<file path="src/rtl/tad_pkg.sv">
// shared types, codes and helpers for the thumb to arm decompressor
`timescale 1ns / 1ps

package tad_pkg;

  // execution unit codes
  typedef enum logic [3:0] {
    UNIT_NONE     = 4'd0,
    UNIT_DATAPROC = 4'd1,
    UNIT_MULTIPLY = 4'd2,
    UNIT_SINGLE   = 4'd3,
    UNIT_HALFWORD = 4'd4,
    UNIT_BLOCK    = 4'd5,
    UNIT_BRANCH   = 4'd6,
    UNIT_BX       = 4'd7,
    UNIT_SWI      = 4'd8
  } unit_e;

  // thumb format numbers
  localparam logic [4:0] MODE_SHIFT     = 5'd0;
  localparam logic [4:0] MODE_ADDSUB    = 5'd1;
  localparam logic [4:0] MODE_IMM       = 5'd2;
  localparam logic [4:0] MODE_ALU       = 5'd3;
  localparam logic [4:0] MODE_HIREG     = 5'd4;
  localparam logic [4:0] MODE_PC_LOAD   = 5'd5;
  localparam logic [4:0] MODE_REG_OFS   = 5'd6;
  localparam logic [4:0] MODE_SIGN_EXT  = 5'd7;
  localparam logic [4:0] MODE_IMM_OFS   = 5'd8;
  localparam logic [4:0] MODE_HALF      = 5'd9;
  localparam logic [4:0] MODE_SP_LDST   = 5'd10;
  localparam logic [4:0] MODE_LOAD_ADDR = 5'd11;
  localparam logic [4:0] MODE_SP_ADJ    = 5'd12;
  localparam logic [4:0] MODE_PUSH_POP  = 5'd13;
  localparam logic [4:0] MODE_MULTI     = 5'd14;
  localparam logic [4:0] MODE_COND_BR   = 5'd15;
  localparam logic [4:0] MODE_SWI       = 5'd16;
  localparam logic [4:0] MODE_BRANCH    = 5'd17;

  // arm data processing opcodes
  localparam logic [3:0] OPC_AND = 4'h0;
  localparam logic [3:0] OPC_EOR = 4'h1;
  localparam logic [3:0] OPC_SUB = 4'h2;
  localparam logic [3:0] OPC_RSB = 4'h3;
  localparam logic [3:0] OPC_ADD = 4'h4;
  localparam logic [3:0] OPC_ADC = 4'h5;
  localparam logic [3:0] OPC_SBC = 4'h6;
  localparam logic [3:0] OPC_TST = 4'h8;
  localparam logic [3:0] OPC_CMP = 4'hA;
  localparam logic [3:0] OPC_CMN = 4'hB;
  localparam logic [3:0] OPC_ORR = 4'hC;
  localparam logic [3:0] OPC_MOV = 4'hD;
  localparam logic [3:0] OPC_BIC = 4'hE;
  localparam logic [3:0] OPC_MVN = 4'hF;

  // thumb alu group operations
  localparam logic [3:0] ALU_AND = 4'd0;
  localparam logic [3:0] ALU_EOR = 4'd1;
  localparam logic [3:0] ALU_LSL = 4'd2;
  localparam logic [3:0] ALU_LSR = 4'd3;
  localparam logic [3:0] ALU_ASR = 4'd4;
  localparam logic [3:0] ALU_ADC = 4'd5;
  localparam logic [3:0] ALU_SBC = 4'd6;
  localparam logic [3:0] ALU_ROR = 4'd7;
  localparam logic [3:0] ALU_TST = 4'd8;
  localparam logic [3:0] ALU_NEG = 4'd9;
  localparam logic [3:0] ALU_CMP = 4'd10;
  localparam logic [3:0] ALU_CMN = 4'd11;
  localparam logic [3:0] ALU_ORR = 4'd12;
  localparam logic [3:0] ALU_MUL = 4'd13;
  localparam logic [3:0] ALU_BIC = 4'd14;

  // high register operations
  localparam logic [1:0] HI_ADD = 2'd0;
  localparam logic [1:0] HI_CMP = 2'd1;
  localparam logic [1:0] HI_MOV = 2'd2;
  localparam logic [1:0] HI_BX  = 2'd3;

  // immediate group operations
  localparam logic [1:0] IMM_MOV = 2'd0;
  localparam logic [1:0] IMM_CMP = 2'd1;
  localparam logic [1:0] IMM_ADD = 2'd2;

  // shift types
  localparam logic [1:0] SHT_LSL = 2'd0;
  localparam logic [1:0] SHT_LSR = 2'd1;
  localparam logic [1:0] SHT_ASR = 2'd2;
  localparam logic [1:0] SHT_ROR = 2'd3;

  // condition codes
  localparam logic [3:0] CC_EQ = 4'd0;
  localparam logic [3:0] CC_NE = 4'd1;
  localparam logic [3:0] CC_CS = 4'd2;
  localparam logic [3:0] CC_CC = 4'd3;
  localparam logic [3:0] CC_MI = 4'd4;
  localparam logic [3:0] CC_PL = 4'd5;
  localparam logic [3:0] CC_VS = 4'd6;
  localparam logic [3:0] CC_VC = 4'd7;
  localparam logic [3:0] CC_HI = 4'd8;
  localparam logic [3:0] CC_LS = 4'd9;
  localparam logic [3:0] CC_GE = 4'd10;
  localparam logic [3:0] CC_LT = 4'd11;
  localparam logic [3:0] CC_GT = 4'd12;
  localparam logic [3:0] CC_LE = 4'd13;
  localparam logic [3:0] CC_AL = 4'd14;

  localparam logic [3:0] COND_ALWAYS = 4'hE;
  localparam logic [3:0] REG_SP      = 4'd13;
  localparam logic [3:0] REG_PC      = 4'd15;

  // decoded item between the decode and assembly stages
  typedef struct packed {
    logic        valid;
    logic [4:0]  mode;
    logic [15:0] tw;
    unit_e       unit;
  } dec_t;

  // arm data processing word
  function automatic logic [31:0] dp_word(input logic imm, input logic [3:0] opc,
                                          input logic s, input logic [3:0] rn,
                                          input logic [3:0] rd, input logic [11:0] op2);
    dp_word = {COND_ALWAYS, 2'b00, imm, opc, s, rn, rd, op2};
  endfunction

  // condition check against n z c v
  function automatic logic cond_pass(input logic [3:0] cond, input logic [3:0] f);
    logic n, z, c, v;
    n = f[3];
    z = f[2];
    c = f[1];
    v = f[0];
    case (cond)
      CC_EQ:   cond_pass = z;
      CC_NE:   cond_pass = !z;
      CC_CS:   cond_pass = c;
      CC_CC:   cond_pass = !c;
      CC_MI:   cond_pass = n;
      CC_PL:   cond_pass = !n;
      CC_VS:   cond_pass = v;
      CC_VC:   cond_pass = !v;
      CC_HI:   cond_pass = c && !z;
      CC_LS:   cond_pass = !c || z;
      CC_GE:   cond_pass = (n == v);
      CC_LT:   cond_pass = (n != v);
      CC_GT:   cond_pass = !z && (n == v);
      CC_LE:   cond_pass = z || (n != v);
      CC_AL:   cond_pass = 1'b1;
      default: cond_pass = 1'b0;
    endcase
  endfunction

endpackage

</file>
<file path="src/rtl/tad_decode.sv">
// input register stage and unit classification stage
`timescale 1ns / 1ps

module tad_decode (
  input  logic             clk_i,
  input  logic             rst_ni,
  input  logic             take_i,
  input  logic [4:0]       mode_i,
  input  logic [15:0]      thumb_word_i,
  input  logic [3:0]       flags_i,
  output tad_pkg::dec_t    dec_o
);
  import tad_pkg::*;

  logic        s1_valid_q;
  logic [4:0]  s1_mode_q;
  logic [15:0] s1_tw_q;
  logic [3:0]  s1_flags_q;
  unit_e       unit_d;
  logic        s2_valid_q;
  logic [4:0]  s2_mode_q;
  logic [15:0] s2_tw_q;
  unit_e       s2_unit_q;

  // stage one: capture the beat
  always_ff @(posedge clk_i or negedge rst_ni) begin
    if (!rst_ni) begin
      s1_valid_q <= 1'b0;
    end else begin
      s1_valid_q <= take_i;
    end
  end

  always_ff @(posedge clk_i) begin
    if (take_i) begin
      s1_mode_q  <= mode_i;
      s1_tw_q    <= thumb_word_i;
      s1_flags_q <= flags_i;
    end
  end

  // pick the execution unit, condition folded in for conditional branches
  always_comb begin
    case (s1_mode_q)
      MODE_SHIFT, MODE_ADDSUB, MODE_IMM, MODE_LOAD_ADDR, MODE_SP_ADJ:
        unit_d = UNIT_DATAPROC;
      MODE_ALU:
        unit_d = (s1_tw_q[9:6] == ALU_MUL) ? UNIT_MULTIPLY : UNIT_DATAPROC;
      MODE_HIREG:
        unit_d = (s1_tw_q[9:8] == HI_BX) ? UNIT_BX : UNIT_DATAPROC;
      MODE_PC_LOAD, MODE_REG_OFS, MODE_IMM_OFS, MODE_SP_LDST:
        unit_d = UNIT_SINGLE;
      MODE_SIGN_EXT, MODE_HALF:
        unit_d = UNIT_HALFWORD;
      MODE_PUSH_POP, MODE_MULTI:
        unit_d = UNIT_BLOCK;
      MODE_COND_BR:
        unit_d = cond_pass(s1_tw_q[11:8], s1_flags_q) ? UNIT_BRANCH : UNIT_NONE;
      MODE_SWI:
        unit_d = UNIT_SWI;
      MODE_BRANCH:
        unit_d = UNIT_BRANCH;
      default:
        unit_d = UNIT_NONE;
    endcase
  end

  // stage two register
  always_ff @(posedge clk_i or negedge rst_ni) begin
    if (!rst_ni) begin
      s2_valid_q <= 1'b0;
    end else begin
      s2_valid_q <= s1_valid_q;
    end
  end

  always_ff @(posedge clk_i) begin
    if (s1_valid_q) begin
      s2_mode_q <= s1_mode_q;
      s2_tw_q   <= s1_tw_q;
      s2_unit_q <= unit_d;
    end
  end

  assign dec_o = '{valid: s2_valid_q, mode: s2_mode_q, tw: s2_tw_q, unit: s2_unit_q};

endmodule

</file>
<file path="src/rtl/tad_assemble.sv">
// arm word assembly and output register stage
`timescale 1ns / 1ps

module tad_assemble (
  input  logic             clk_i,
  input  logic             rst_ni,
  input  tad_pkg::dec_t    dec_i,
  output logic             valid_o,
  output tad_pkg::unit_e   unit_o,
  output logic [31:0]      word_o
);
  import tad_pkg::*;

  logic        valid_q;
  unit_e       unit_q;
  logic [31:0] word_q;
  logic [31:0] word_d;

  // build the arm word from the thumb fields
  always_comb begin
    logic [15:0] t;
    logic [2:0]  r0, r3, r6, r8;
    logic [4:0]  off5;
    logic [7:0]  imm8;
    logic        b11, b10, ld, byte_sel;
    logic [1:0]  sh;
    logic [3:0]  hd, hs;
    logic [6:0]  ofs7;
    logic [15:0] list;
    logic [31:0] w;
    t        = dec_i.tw;
    r0       = t[2:0];
    r3       = t[5:3];
    r6       = t[8:6];
    r8       = t[10:8];
    off5     = t[10:6];
    imm8     = t[7:0];
    b11      = t[11];
    b10      = t[10];
    ld       = b11 | b10;
    sh       = ld ? {b10, b11} : 2'b01;
    hd       = {t[7], t[2:0]};
    hs       = t[6:3];
    byte_sel = t[12];
    ofs7     = byte_sel ? {2'b00, off5} : {off5, 2'b00};
    list     = {b11 & t[8], ~b11 & t[8], 6'b0, imm8};
    w        = '0;
    case (dec_i.mode)
      MODE_SHIFT:
        w = dp_word(1'b0, OPC_MOV, 1'b1, 4'd0, {1'b0, r0}, {off5, t[12:11], 2'b00, r3});
      MODE_ADDSUB:
        w = dp_word(b10, t[9] ? OPC_SUB : OPC_ADD, 1'b1, {1'b0, r3}, {1'b0, r0},
                    {9'd0, r6});
      MODE_IMM: begin
        case (t[12:11])
          IMM_MOV: w = dp_word(1'b1, OPC_MOV, 1'b1, 4'd0, {1'b0, r8}, {4'd0, imm8});
          IMM_CMP: w = dp_word(1'b1, OPC_CMP, 1'b1, {1'b0, r8}, 4'd0, {4'd0, imm8});
          IMM_ADD: w = dp_word(1'b1, OPC_ADD, 1'b1, {1'b0, r8}, {1'b0, r8}, {4'd0, imm8});
          default: w = dp_word(1'b1, OPC_SUB, 1'b1, {1'b0, r8}, {1'b0, r8}, {4'd0, imm8});
        endcase
      end
      MODE_ALU: begin
        // rd is r0, rs is r3
        case (t[9:6])
          ALU_AND: w = dp_word(1'b0, OPC_AND, 1'b1, {1'b0, r0}, {1'b0, r0}, {9'd0, r3});
          ALU_EOR: w = dp_word(1'b0, OPC_EOR, 1'b1, {1'b0, r0}, {1'b0, r0}, {9'd0, r3});
          ALU_LSL: w = dp_word(1'b0, OPC_MOV, 1'b1, 4'd0, {1'b0, r0},
                               {1'b0, r3, 1'b0, SHT_LSL, 2'b10, r0});
          ALU_LSR: w = dp_word(1'b0, OPC_MOV, 1'b1, 4'd0, {1'b0, r0},
                               {1'b0, r3, 1'b0, SHT_LSR, 2'b10, r0});
          ALU_ASR: w = dp_word(1'b0, OPC_MOV, 1'b1, 4'd0, {1'b0, r0},
                               {1'b0, r3, 1'b0, SHT_ASR, 2'b10, r0});
          ALU_ADC: w = dp_word(1'b0, OPC_ADC, 1'b1, {1'b0, r0}, {1'b0, r0}, {9'd0, r3});
          ALU_SBC: w = dp_word(1'b0, OPC_SBC, 1'b1, {1'b0, r0}, {1'b0, r0}, {9'd0, r3});
          ALU_ROR: w = dp_word(1'b0, OPC_MOV, 1'b1, 4'd0, {1'b0, r0},
                               {1'b0, r3, 1'b0, SHT_ROR, 2'b10, r0});
          ALU_TST: w = dp_word(1'b0, OPC_TST, 1'b1, {1'b0, r0}, 4'd0, {9'd0, r3});
          ALU_NEG: w = dp_word(1'b1, OPC_RSB, 1'b1, {1'b0, r3}, {1'b0, r0}, 12'd0);
          ALU_CMP: w = dp_word(1'b0, OPC_CMP, 1'b1, {1'b0, r0}, 4'd0, {9'd0, r3});
          ALU_CMN: w = dp_word(1'b0, OPC_CMN, 1'b1, {1'b0, r0}, 4'd0, {9'd0, r3});
          ALU_ORR: w = dp_word(1'b0, OPC_ORR, 1'b1, {1'b0, r0}, {1'b0, r0}, {9'd0, r3});
          ALU_MUL: w = {COND_ALWAYS, 7'b0000000, 1'b1, 1'b0, r0, 4'd0, 1'b0, r0,
                        4'h9, 1'b0, r3};
          ALU_BIC: w = dp_word(1'b0, OPC_BIC, 1'b1, {1'b0, r0}, {1'b0, r0}, {9'd0, r3});
          default: w = dp_word(1'b0, OPC_MVN, 1'b1, 4'd0, {1'b0, r0}, {9'd0, r3});
        endcase
      end
      MODE_HIREG: begin
        case (t[9:8])
          HI_ADD:  w = dp_word(1'b0, OPC_ADD, 1'b0, hd, hd, {8'd0, hs});
          HI_CMP:  w = dp_word(1'b0, OPC_CMP, 1'b1, hd, 4'd0, {8'd0, hs});
          HI_MOV:  w = dp_word(1'b0, OPC_MOV, 1'b0, 4'd0, hd, {8'd0, hs});
          default: w = {28'd0, hs};
        endcase
      end
      MODE_PC_LOAD:
        w = {12'hE59, REG_PC, 1'b0, r8, 2'b00, imm8, 2'b00};
      MODE_REG_OFS:
        w = {8'hE7, 1'b1, b10, 1'b0, b11, 1'b0, r3, 1'b0, r0, 9'd0, r6};
      MODE_SIGN_EXT:
        w = {8'hE1, 3'b100, ld, 1'b0, r3, 1'b0, r0, 4'h0, 1'b1, sh, 1'b1, 1'b0, r6};
      MODE_IMM_OFS:
        w = {8'hE5, 1'b1, byte_sel, 1'b0, b11, 1'b0, r3, 1'b0, r0, 5'd0, ofs7};
      MODE_HALF:
        // halfword offset scaled by two
        w = {8'hE1, 3'b110, b11, 1'b0, r3, 1'b0, r0, 2'b00, off5[4:3], 4'hB,
             off5[2:0], 1'b0};
      MODE_SP_LDST:
        w = {8'hE5, 3'b100, b11, REG_SP, 1'b0, r8, 2'b00, imm8, 2'b00};
      MODE_LOAD_ADDR:
        w = dp_word(1'b1, OPC_ADD, 1'b0, b11 ? REG_SP : REG_PC, {1'b0, r8}, {4'hF, imm8});
      MODE_SP_ADJ:
        w = dp_word(1'b1, t[7] ? OPC_SUB : OPC_ADD, 1'b0, REG_SP, REG_SP,
                    {4'hF, 1'b0, t[6:0]});
      MODE_PUSH_POP:
        w = {COND_ALWAYS, 3'b100, ~b11, b11, 1'b0, 1'b1, b11, REG_SP, list};
      MODE_MULTI:
        w = {8'hE8, 3'b101, b11, 1'b0, r8, 8'h00, imm8};
      MODE_COND_BR:
        w = {8'hEA, {16{imm8[7]}}, imm8};
      MODE_SWI:
        w = {24'd0, imm8};
      MODE_BRANCH:
        w = {8'hEA, {13{t[10]}}, t[10:0]};
      default:
        w = '0;
    endcase
    // failed condition and unknown formats give a zero word
    word_d = (dec_i.unit == UNIT_NONE) ? 32'd0 : w;
  end

  // output register stage
  always_ff @(posedge clk_i or negedge rst_ni) begin
    if (!rst_ni) begin
      valid_q <= 1'b0;
    end else begin
      valid_q <= dec_i.valid;
    end
  end

  always_ff @(posedge clk_i) begin
    if (dec_i.valid) begin
      unit_q <= dec_i.unit;
      word_q <= word_d;
    end
  end

  assign valid_o = valid_q;
  assign unit_o  = unit_q;
  assign word_o  = word_q;

endmodule

</file>
<file path="src/rtl/thumb_to_arm_decompressor_core.sv">
// top level of the thumb to arm instruction decompressor
`timescale 1ns / 1ps

// Translates one 16-bit Thumb instruction per clock into the equivalent ARM word and
// an execution unit code. Raise start with the format number, the instruction and the
// current NZCV flags; busy is never asserted, so a new beat is taken on every cycle.
// The result appears on valid_o once the beat has passed the input register, the
// classification stage and the word assembly stage, for exactly one cycle, and must be
// captured then since there is no back-pressure on the result side. A conditional
// branch whose condition fails, and an unknown format, report unit none with word 0.
module thumb_to_arm_decompressor_core (
  input  logic        clk_i,
  input  logic        rst_ni,
  input  logic        start,
  output logic        busy,
  input  logic [4:0]  mode_i,
  input  logic [15:0] thumb_word_i,
  input  logic [3:0]  flags_i,
  output logic        valid_o,
  output logic [3:0]  unit_class_o,
  output logic [31:0] arm_word_o
);
  import tad_pkg::*;

  dec_t  dec;
  unit_e unit;
  logic  take;

  // the pipeline never stalls
  assign busy = 1'b0;
  assign take = start && !busy;

  // input capture and unit classification
  tad_decode u_decode (
    .clk_i        (clk_i),
    .rst_ni       (rst_ni),
    .take_i       (take),
    .mode_i       (mode_i),
    .thumb_word_i (thumb_word_i),
    .flags_i      (flags_i),
    .dec_o        (dec)
  );

  // word assembly and output register
  tad_assemble u_assemble (
    .clk_i   (clk_i),
    .rst_ni  (rst_ni),
    .dec_i   (dec),
    .valid_o (valid_o),
    .unit_o  (unit),
    .word_o  (arm_word_o)
  );

  assign unit_class_o = unit;

endmodule

</file>
<file path="config.mk">
export PLATFORM = sky130hd
export DESIGN_NAME = thumb_to_arm_decompressor_core
export DESIGN_NICKNAME = d
export VERILOG_FILES = /design/src/rtl/tad_pkg.sv /design/src/rtl/tad_decode.sv /design/src/rtl/tad_assemble.sv /design/src/rtl/thumb_to_arm_decompressor_core.sv
export SDC_FILE = /design/constraint.sdc
export NUM_CORES = 1
export LEC_CHECK = 0
export BUFFER_PORTS_ARGS = -buffer_cell sky130_fd_sc_hd__buf_2
export CAP_MARGIN = 20
export CORE_MARGIN = 3
export CORE_UTILIZATION = 40
export CTS_CLUSTER_SIZE = 24
export DETAILED_ROUTE_END_ITERATION = 7
export HOLD_SLACK_MARGIN = 0.08
export PLACE_DENSITY = 0.64
export SYNTH_ARGS = -nofsm -noshare
export SYNTH_HDL_FRONTEND = slang
export SYNTH_SLANG_ARGS = --single-unit
</file>
<file path="constraint.sdc">
create_clock -name clk_i -period 2.81 [get_ports clk_i]
set_input_delay 0.4215 -clock clk_i [delete_from_list [all_inputs] [get_ports clk_i]]
set_output_delay 0.4215 -clock clk_i [all_outputs]
set_load 0.01 [all_outputs]
</file>
== Word-level counts from Yosys, hierarchy flattened ==
Index checks and enable logic that the tools add are counted.

* Equality and inequality tests: 70
* Multiplexer cells: 15
* Bitwise gates (word level): 4
* Reductions and logical operators: 19

{| class="wikitable"
|+ Operators by type and width
! cell !! count
|-
| $pmux 32 s18 || 1
|-
| $pmux 26 s15 || 1
|-
| $pmux 32 s3 || 1
|-
| $eq 5x4->1 const B || 16
|-
| $pmux 25 s3 || 1
|-
| $eq 4x4->1 const B || 15
|-
| $eq 5x3->1 const B || 8
|-
| $pmux 4 s9 || 1
|-
| $eq 4x3->1 const B || 8
|-
| $eq 5x2->1 const B || 4
|-
| $eq 5x5->1 const B || 4
|-
| $eq 4x2->1 const B || 4
|-
| $pmux 1 s15 || 1
|-
| $logic_not 4->1 || 3
|-
| $mux 3 || 4
|-
| $eq 5x1->1 const B || 2
|-
| $logic_not 5->1 || 2
|-
| $eq 4x1->1 const B || 2
|-
| $mux 7 || 1
|-
| $eq 2x2->1 const B || 3
|-
| $mux 2 || 3
|-
| $reduce_or 5->1 || 1
|-
| $eq 2x1->1 const B || 2
|-
| $logic_not 1->1 || 4
|-
| 11 further kinds || 16
|}

* Bits in registers: 83
* Bits of input ports: 28
* Logic and storage cells: 119

== Depth between registers and ports, before layout ==
Gate-level depths: netlist (run 1).

* Word-level depth: 6
* Mapped depth: 9
* Gate-level depth less buffers: 7

== Hierarchy ==
A second synthesis (run 1) with hierarchy kept.

* Cells, all modules: 500
* Area total of the unflattened synthesis: 5147.4 sq um

{| class="wikitable"
|+ Modules (own cells, without submodules)
! module !! times used !! cells an instance !! area each (sq um) !! seq. area each (sq um)
|-
| tad_assemble || 1 || 385 || 3154.3 || 1016.0
|-
| tad_decode || 1 || 113 || 1981.9 || 1551.5
|-
| thumb_to_arm_decompressor_core || 1 || 2 || 11.3 || 0.0
|}

== Least setup slack after synthesis (run 1) ==
Ideal clock, no wire load.

* Path kind: reg2reg
* From: reg u_decode.s2_tw_q[8]
* To: reg u_assemble.word_q[0], in the netlist u_assemble.word_o[0], data pin
* Arrival time: 2180 ps
* Slack: 357 ps
* Cell stages (with the launch flop): 9
* Buffers on the path: 1
* Clock period less this slack: 2453 ps
* Path through: edfxtp_1 -> clkbuf_1 -> inv_1 -> ha_1 -> or3b_1 -> a2111oi_0 -> nor3_1 -> a31oi_1 -> o221ai_1

* Longest elaborated chain between the ends: 3
* Elaborated cells between the ends (all ways): 17

{| class="wikitable"
|+ Ends and longest elaborated chain
! item !! RTL line !! source
|-
| start, declared || tad_decode.sv:22 || <nowiki>logic [15:0] s2_tw_q;</nowiki>
|-
| start signal, assigned || tad_decode.sv:80 || <nowiki>s2_tw_q <= s1_tw_q;</nowiki>
|-
| $eq 4x4->1 (tied with other cells) || tad_assemble.sv:64 || <nowiki>case (t[9:6])</nowiki>
|-
| $pmux 26 s15 * || tad_assemble.sv:64 ||
|-
| $pmux 32 s18 * || tad_assemble.sv:48 || <nowiki>case (dec_i.mode)</nowiki>
|-
| end signal, assigned || tad_assemble.sv:144 || <nowiki>word_q <= word_d;</nowiki>
|-
| end, declared || tad_assemble.sv:16 || <nowiki>logic [31:0] word_q;</nowiki>
|}

Every way passes the cells marked *; elsewhere a longest branch is shown, timed or not.
A chain may end at the register's enable or synchronous reset.

== Final worst setup path (run 1) ==
* From: reg u_decode.s2_tw_q[8]
* To: reg u_assemble.word_q[21], in the netlist u_assemble.word_o[21], data pin

* Longest elaborated chain between the ends: 3
* Elaborated cells between the ends (all ways): 21

{| class="wikitable"
|+ Ends and longest elaborated chain
! item !! RTL line
|-
| $eq 4x4->1 (tied with other cells) || tad_assemble.sv:64
|-
| $pmux 26 s15 / $pmux 32 s3 (equally long branches) || tad_assemble.sv:64, tad_assemble.sv:89
|-
| $pmux 32 s18 * || tad_assemble.sv:48
|}

Marks and branches as above.

==> out/qor.csv, run 1 <==
metric;value;unit
status;completed;
cts_max_level;3;
min_path_type;in -> reg;
post-dp-hpwl;10600;µm
numCtsBuffers;9;
drive_gt1_share;22.8;%
worstPathArrival;2.54;ns
final_cell_mix;edfxtp_1 (77), buf_2 (60), nand2_1 (39);
die_y;117;µm
period_minus_slack;2.52;ns
avgSynthCellArea;10.1;µm²
cts_tree;done;
fin_tns_setup;0;ns
ys_types;76;
antennaDiodeCount;0;
antenna_found_initial;0;
first_global_vias;4057;
layout_commonest_cell;edfxtp_1;
critPathMaxFanout;8;
synthCells;485;
io_pins;66;
nNetsFinal;585;
synth_edf_count;77;
via_per_inst;6.24;
r2r-start;u_decode.s2_tw_q[8];
core.rowCount;39;
port_buffers;60;
dr.pass1.iters;5;
fmax;397;MHz
hold_violations;0;
grt_pass1_wl;22700;µm
route.detailed.drc;0;
cts_root_buf;clkbuf_16;
min_period_over_period;89.6;%
synth_top_area_share;47.2;%
place.gp.congestion;0.992;
hp-start;thumb_word_i[1];
clock_latency;0.35;ns
cts.sinks;80;
routed_wl;14700;µm
fillers;1078;
synth_sequential_area_ratio;48.8;%
initial_utilization;41.8;%
required;2.84;ns
grtUsageTotal;22.3;%
cellPowerDensity;603;mW/mm²
ant_nets;0;
async_reset_ff_share;3.75;%
grt_max_degree;36;
hold_ws;0.246;ns
design_area;0.00581;mm²
vias;4361;
netlist_area;0.00490;mm²
yosysWarnings;0;
dieArea;0.0136;mm²
yosysTopAreaCell;edfxtp_1;
ir_drop;606;µV
critical_path_class;reg -> reg;
drv_slew;0;
cp-startpoint;u_decode.s2_tw_q[8];
worst_pin_slew;0.870;ns
maxSlewHeadroom;42.0;%
placed_cells;682;
synthToLayoutAreaGrowth;18.6;%
worst_r2r_path_depth;6;
ys.flop_type;edfxtp_1;
synth_area_leaders;edfxtp_1 (47%), nand2_1 (3.0%), a21oi_1 (3.0%);
wl_per_cell;21.0;µm
die_w;117;µm
placed_area;0.00548;mm²
cts.path.max_buffers;2;
reg2reg_slack;0.29;ns
drtIter0Drc;351;
clkTransAtPathRegs;0.06;ns
core_area;0.0117;mm²
whs_path_depth;1;
leakagePower;0.00226;µW
grt-ovfl-total;0;
clock_skew;0.0133;ns
stdcell_count;699;
grt_setup_unrepaired;false;
critPathLaunchType;flop;
max_cap_viol_count;0;
ys_ff_latch;80;
finalSetupViolations;0;
cp-end-kind;flop;
## worst paths after layout
| check | end |
|---|---|
| hold / removal | u_decode.s1_tw_q[1] |
| hold reg to reg | u_decode.s2_tw_q[2] |
| setup reg to reg | u_assemble.word_o[21] |
| max in group asynchronous | u_decode.s2_valid_q |
| setup / recovery | u_assemble.word_o[21] |
| min in group asynchronous | u_assemble.valid_o |
## power by group
group          leakage (µW)  switching, µW  internal [µW]
clock              0.000157            487            783
combinational       0.00126            407            288
sequential         0.000838            119           1420
## critical path, cell delays in order, from the launching register on
cell	delay, ns
edfxtp_1	0.45
inv_1	0.18
ha_1	0.35
nor2_1	0.12
mux2i_1	0.13
o311ai_0	0.69
a31oi_1	0.26
## kinds of logic after synthesis
kind of cell,after synthesis,synth area share (%)
AOI/OAI and AO/OA,154,22.0
other,1,0.0766
DFF,80,48.8
and+or+nand+nor,175,20.0
adders and majority gates,6,1.53
xor gates and xnor gates,2,0.358
buffers and inverters,57,5.26
muxes,10,2.07
## routing by layer
metal  vias up  wire, µm  part of all wire (%)  global-route usage (%)
met5         -         0                     0                       0
met4         0       636                   4.3                    10.9
met3        43      1220                   8.3                    4.35
met2       252      6750                    46                    34.5
met1      2069      6050                    41                    29.9
li1       1997         -                     -                       -
## sequential cells by signal, summed over array words and instances (netlist names)
name                 count
u_decode.s1_mode_q       5
u_decode.s2_mode_q       5
u_decode.s2_unit_q       4
u_assemble.valid_o       1
u_decode.s1_flags_q      4
u_decode.s2_valid_q      1
u_assemble.unit_o        4
u_decode.s2_tw_q        13
u_decode.s1_tw_q        13
u_decode.s1_valid_q      1
u_assemble.word_o       29
## cell type report
cell class | instances | area [µm²] | share of cell area, %
Sequential cell | 80 | 2390 | 41.1
Multi-Input combinational cell | 349 | 2260 | 38.8
Timing Repair Buffer | 99 | 621 | 10.7
Clock buffer | 10 | 229 | 3.94
Tap cell | 143 | 179 | 3.08
Clock inverter | 6 | 91.3 | 1.57
Inverter | 12 | 45.0 | 0.776
## stage by stage
stage | total power [µW] | utilization, % | setup slack (ns)
CTS | 3510 | 49.6 | 0.310
global placement | 2230 | 46.8 | 0.420
global route | 3640 | 49.6 | 0.0576
floorplan | 1960 | - | 0.357
finish | 3500 | 49.6 | 0.293
detailed placement | 2230 | 46.8 | 0.324
## synth_stat cells (7+ instances only)
cell type	n
clkbuf_1	21
nor2_1	29
mux2i_1	9
and2_1	7
nand2b_1	14
nor2b_1	14
buf_2	17
a31oi_1	12
a21oi_1	29
a221oi_1	7
inv_1	12
o21ai_0	26
a22oi_1	7
nor3_1	12
a32oi_1	7
edfxtp_1	77
nand2_1	39
nand3_1	12
## timing repair
action / in CTS / in global routing
endpoints found under the hold margin: 3 / 0
hold buffers: 1 / 0
resized for setup: 0 / 1
setup buffers: 0 / 0
endpoints found under the setup margin: 0 / 2
No activity file was read; power rests on OpenSTA's default activity.
==> run 2: changes to the inputs <==
--- a/config.mk
+++ b/config.mk
@@ -13,4 +13,5 @@
 export DETAILED_ROUTE_END_ITERATION = 7
 export HOLD_SLACK_MARGIN = 0.08
+export MAX_ROUTING_LAYER = met4
 export PLACE_DENSITY = 0.64
 export SYNTH_ARGS = -nofsm -noshare
==> constraint.sdc (replaced) <==
create_clock -name clk_i -period 2.81 [get_ports clk_i]
set_input_delay 0.4215 -clock clk_i [delete_from_list [all_inputs] [get_ports clk_i]]
set_output_delay 0.4215 -clock clk_i [all_outputs]
set_load 0.005 [all_outputs]
==> out/qor.csv, run 2 (synthesis results as in run 1) <==
metric;value;unit;change
critical_path_class;reg -> reg;;unchanged
maxSlewHeadroom;42.5;%;was 42.0%
dr.pass1.iters;5;;unchanged
grtUsageTotal;22.3;%;about the same
crit_chain;nor2b_1 > a221oi_1 > buf_4 > o21ai_1 > a221oi_1 > a21oi_1;;was inv_1 > ha_1 > nor2_1 > mux2i_1 > o311ai_0 > a31oi_1
die_w;117;µm;unchanged
antenna_found_initial;0;;unchanged
slowest_stage;edfxtp_1;;was o311ai_0
worstPathArrival;2.73;ns;was 2.54 ns
port_buffers;60;;unchanged
drtIter0Drc;418;;was 351
hold_violations;0;;unchanged
grt_setup_unrepaired;false;;unchanged
clock_skew;0.00734;ns;was 0.0133 ns
vias;4371;;was 4361
dieArea;0.0136;mm²;unchanged
place.gp.congestion;1.02;;was 0.992
worst_pin_slew;0.862;ns;was 0.870 ns
nNetsFinal;578;;was 585
min_period_over_period;90.6;%;was 89.6%
clkTransAtPathRegs;0.06;ns;about the same
antennaDiodeCount;0;;unchanged
layout_commonest_cell;edfxtp_1;;unchanged
largest_reg_flops;29;;unchanged
finalSetupViolations;0;;unchanged
core.rowCount;39;;unchanged
ir_drop;522;µV;was 606 µV
ant_nets;0;;unchanged
core_area;0.0117;mm²;unchanged
critPathLaunchType;flop;;unchanged
crit_buf_inv;1;;unchanged
fin_tns_setup;0;ns;unchanged
cts_tree;done;;unchanged
routed_wl;13900;µm;was 14700 µm
cp-end-kind;flop;;unchanged
stdcell_count;692;;was 699
min_path_type;in -> reg;;unchanged
fmax;393;MHz;was 397 MHz
power;3350;µW;was 3500 µW
cts_root_buf;clkbuf_16;;unchanged
max_cap_viol_count;0;;unchanged
leakagePower;0.00219;µW;was 0.00226 µW
grt_max_degree;35;;was 36
cellPowerDensity;587;mW/mm²;was 603 mW/mm²
via_per_inst;6.32;;was 6.24
die_y;117;µm;unchanged
post_cts_resized;0;;unchanged
clock_latency;0.35;ns;about the same
cts_max_level;3;;unchanged
fillers;1076;;was 1078
initial_utilization;41.8;%;unchanged
path_delay_family;compound AO/OA/AOI/OAI gates;;unchanged
grt-ovfl-total;0;;unchanged
wl_per_cell;20.1;µm;was 21.0 µm
final_cell_mix;edfxtp_1 (77), buf_2 (60), nand2_1 (39);;unchanged
synthToLayoutAreaGrowth;16.7;%;was 18.6%
cts.sinks;80;;unchanged
first_global_vias;4063;;was 4057
placed_cells;675;;was 682
post-dp-hpwl;9900;µm;was 10600 µm
required;2.99;ns;was 2.84 ns
cts.path.max_buffers;2;;unchanged
cp_common_cell;a221oi_1;;
critPathMaxFanout;19;;was 8
route.detailed.drc;0;;unchanged
status;completed;;unchanged
drv_slew;0;;unchanged
drive_gt1_share;21.5;%;was 22.8%
io_pins;66;;unchanged
period_minus_slack;2.55;ns;was 2.52 ns
critical-path-max-stage-delay;0.80;ns;was 0.69 ns
numCtsBuffers;9;;unchanged
grt_pass1_wl;22300;µm;was 22700 µm
==> run 2: power by group <==
| part | switching [µW] | internal, µW |
|---|---|---|
| combinational | 383 | 273 |
| clock | 470 | 687 |
| sequential | 119 | 1420 |
==> run 2: worst paths after layout <==
check / from / endpoint / slack [ns] / cells past startpoint
setup / recovery: u_decode.s2_mode_q[1] / u_assemble.word_o[6] / 0.26 / 6
hold / removal: thumb_word_i[4] / u_decode.s1_tw_q[4] / 0.25 / 1
setup reg to reg: u_decode.s2_mode_q[1] / u_assemble.word_o[6] / 0.26 / 6
hold reg to reg: u_decode.s1_tw_q[1] / u_decode.s2_tw_q[1] / 0.42 / 0
max in group asynchronous: rst_ni / u_decode.s1_valid_q / 2.31 / 2
min in group asynchronous: rst_ni / u_assemble.valid_o / 0.39 / 2
==> run 2: timing repair <==
| item | 4_1_cts | 5_1_grt |
|---|---|---|
| hold buffers | 1 | 0 |
| setup buffers | 0 | 0 |
| hold endpoints to repair | 3 | 0 |
| setup endpoints to repair | 0 | 0 |
==> run 2: worst register-to-register path, stage by stage, from the launching register on <==
cell      delay [ns]
edfxtp_1        0.80
nor2b_1         0.44
a221oi_1        0.17
buf_4           0.17
o21ai_1         0.43
a221oi_1        0.15
a21oi_1         0.23
==> run 2: stage by stage <==
stage | hold slack [ns] | setup WS, ns | area (µm²) | utilization (%)
floorplan | 0.126 | 0.357 | 4900 | -
global placement | 0.220 | 0.367 | 5410 | 46.2
detailed placement | 0.224 | 0.327 | 5410 | 46.2
CTS | 0.231 | 0.307 | 5710 | 48.8
global route | 0.235 | 0.0831 | 5710 | 48.8
finish | 0.248 | 0.264 | 5710 | 48.8
==> run 2: final cells by class <==
type                    count  area [µm²]  share of cell area (%)
flip-flops and latches     80        2390                    41.8
multi-input cells         349        2250                    39.5
repair buffers             92         556                    9.73
clock buffers              11         233                    4.07
well taps                 143         179                    3.13
clock inverters             5        57.6                    1.01
inverters                  12        45.0                   0.789
==> run 2: layer usage <==
metal | global-route usage, % | up-vias | share of wire (%)
li1 | - | 1980 | -
met1 | 28.1 | 2044 | 39
met2 | 32.5 | 281 | 45
met3 | 5.39 | 66 | 9.8
met4 | 13.4 | 0 | 6.0
met5 | - | - | 0
==> run 3: changes to the inputs <==
==> constraint.sdc (replaced) <==
create_clock -name clk_i -period 2.81 [get_ports clk_i]
set_input_delay 0.281 -clock clk_i [delete_from_list [all_inputs] [get_ports clk_i]]
set_output_delay 0.281 -clock clk_i [all_outputs]
set_load 0.005 [all_outputs]
==> out/qor.csv, run 3 (synthesis results as in run 1) <==
metric;value;unit;change
cp-startpoint;u_decode.s2_tw_q[8];;was u_decode.s2_mode_q[1]
grt_max_degree;35;;unchanged
cellPowerDensity;587;mW/mm²;about the same
fin_tns_setup;0;ns;unchanged
max_cap_viol_count;0;;unchanged
antenna_found_initial;0;;unchanged
reg2reg_slack;0.24;ns;was 0.26 ns
critPathMaxFanout;8;;was 19
hold_path_end;u_decode.s1_tw_q[0];;was u_decode.s1_tw_q[4]
post-dp-hpwl;9930;µm;was 9900 µm
cts.sinks;80;;unchanged
route.detailed.drc;0;;unchanged
clkTransAtPathRegs;0.06;ns;about the same
worstPathArrival;2.73;ns;about the same
r2r-start;u_decode.s2_tw_q[8];;was u_decode.s2_mode_q[1]
dr.pass1.iters;5;;unchanged
grt-ovfl-total;0;;unchanged
final_cell_mix;edfxtp_1 (77), buf_2 (60), nand2_1 (39);;unchanged
routed_wl;13900;µm;about the same
initial_utilization;41.8;%;unchanged
drtIter0Drc;519;;was 418
cp-end-kind;flop;;unchanged
core_area;0.0117;mm²;unchanged
via_per_inst;6.24;;was 6.32
post_cts_buffers;0;;unchanged
min_period_over_period;91.4;%;was 90.6%
grt_pass1_wl;22100;µm;was 22300 µm
first_global_vias;4103;;was 4063
critPathLaunchType;flop;;unchanged
die_y;117;µm;unchanged
place.gp.congestion;1.05;;was 1.02
leakagePower;0.00222;µW;was 0.00219 µW
clock_latency;0.34;ns;was 0.35 ns
grt_setup_unrepaired;false;;unchanged
die_w;117;µm;unchanged
required;2.97;ns;was 2.99 ns
cts_max_level;3;;unchanged
drive_gt1_share;22.1;%;was 21.5%
vias;4337;;was 4371
drv_slew;0;;unchanged
maxSlewHeadroom;41.5;%;was 42.5%
dieArea;0.0136;mm²;unchanged
ant_nets;0;;unchanged
min_path_type;in -> reg;;unchanged
cts.path.max_buffers;2;;unchanged
hold_violations;0;;unchanged
antennaDiodeCount;0;;unchanged
finalSetupViolations;0;;unchanged
grtUsageTotal;22.0;%;was 22.3%
layout_commonest_cell;edfxtp_1;;unchanged
synthToLayoutAreaGrowth;17.4;%;was 16.7%
ir_drop;537;µV;was 522 µV
period_minus_slack;2.57;ns;was 2.55 ns
r2r-end;u_assemble.word_o[17];;was u_assemble.word_o[6]
worst_r2r_path_depth;8;;was 6
wl_per_cell;20.0;µm;was 20.1 µm
critical_path_class;reg -> reg;;unchanged
whs_path_depth;1;;unchanged
clock_skew;0.00787;ns;was 0.00734 ns
core.rowCount;39;;unchanged
cts_root_buf;clkbuf_16;;unchanged
numCtsBuffers;9;;unchanged
fmax;389;MHz;was 393 MHz
status;completed;;unchanged
placed_cells;678;;was 675
hp-start;thumb_word_i[0];;was thumb_word_i[4]
cts_tree;done;;unchanged
nNetsFinal;581;;was 578
worst_pin_slew;0.878;ns;was 0.862 ns
stdcell_count;695;;was 692
largest_reg_flops;29;;unchanged
io_pins;66;;unchanged
port_buffers;60;;unchanged
run 3: cell count changes in the layout (fill, tap and decap cells not counted):
| cell | delta |
|---|---|
| a2111oi_0 | -1 |
| a2111oi_1 | +1 |
| buf_12 | +1 |
| buf_4 | +2 |
| clkinv_1 | -1 |
| clkinv_2 | +2 |
| clkinvlp_4 | -2 |
| inv_6 | +1 |
run 3: how the worst max path moves through the flow:
stage / end / cells past startpoint
floorplan: u_assemble.word_o[0] / 8
global placement: u_assemble.word_o[17] / 8
detailed placement: u_assemble.word_o[17] / 8
CTS: u_assemble.word_o[17] / 8
global route: u_assemble.word_o[1] / 7
finish: u_assemble.word_o[17] / 8
run 3: area by class of cell:
type                    instances  area (µm²)
fillers                      1080        5960
flip-flops and latches         80        2390
inverters                      12        45.0
clock buffers                  11         233
multi-input cells             349        2260
clock inverters                 5        57.6
repair buffers                 95         591
well taps                     143         179
run 3: what timing repair did:
item	CTS	global route
endpoints found under the setup margin	0	2
hold buffers	1	0
gates resized for setup	0	1
hold endpoints to repair	3	0
run 3: metrics by stage:
stage | utilization, % | setup WS (ns) | total power, µW | instance area (µm²) | hold WS [ns]
2_1_floorplan | - | 0.357 | 1950 | 4900 | -0.0146
3_3_place_gp | 46.5 | 0.366 | 2200 | 5450 | 0.0815
6_report | 49.1 | 0.242 | 3370 | 5750 | 0.113
4_1_cts | 49.1 | 0.245 | 3390 | 5750 | 0.0978
3_5_place_dp | 46.5 | 0.265 | 2210 | 5450 | 0.0822
5_1_grt | 49.1 | 0.0447 | 3520 | 5750 | 0.0998
run 3: report_power, final:
| group | total (µW) | internal, µW | switching, µW |
|---|---|---|---|
| clock network | 1170 | 690 | 475 |
| logic | 675 | 284 | 391 |
| registers | 1530 | 1420 | 112 |
run 3: worst max-delay path, cell delays in order, from the launching register on:
cell      delay, ns
edfxtp_1       0.41
inv_1          0.19
ha_1           0.27
buf_4          0.19
inv_1          0.09
or4_1          0.53
o22ai_1        0.30
a32oi_1        0.14
a31oi_1        0.26
run 3: layer usage:
layer / vias up / track usage, % / part of all wire [%]
li1: 1988 / - / -
met1: 2020 / 28.5 / 40
met2: 275 / 32.3 / 45
met3: 54 / 4.51 / 9.9
met4: 0 / 11.9 / 5.3
met5: - / - / 0
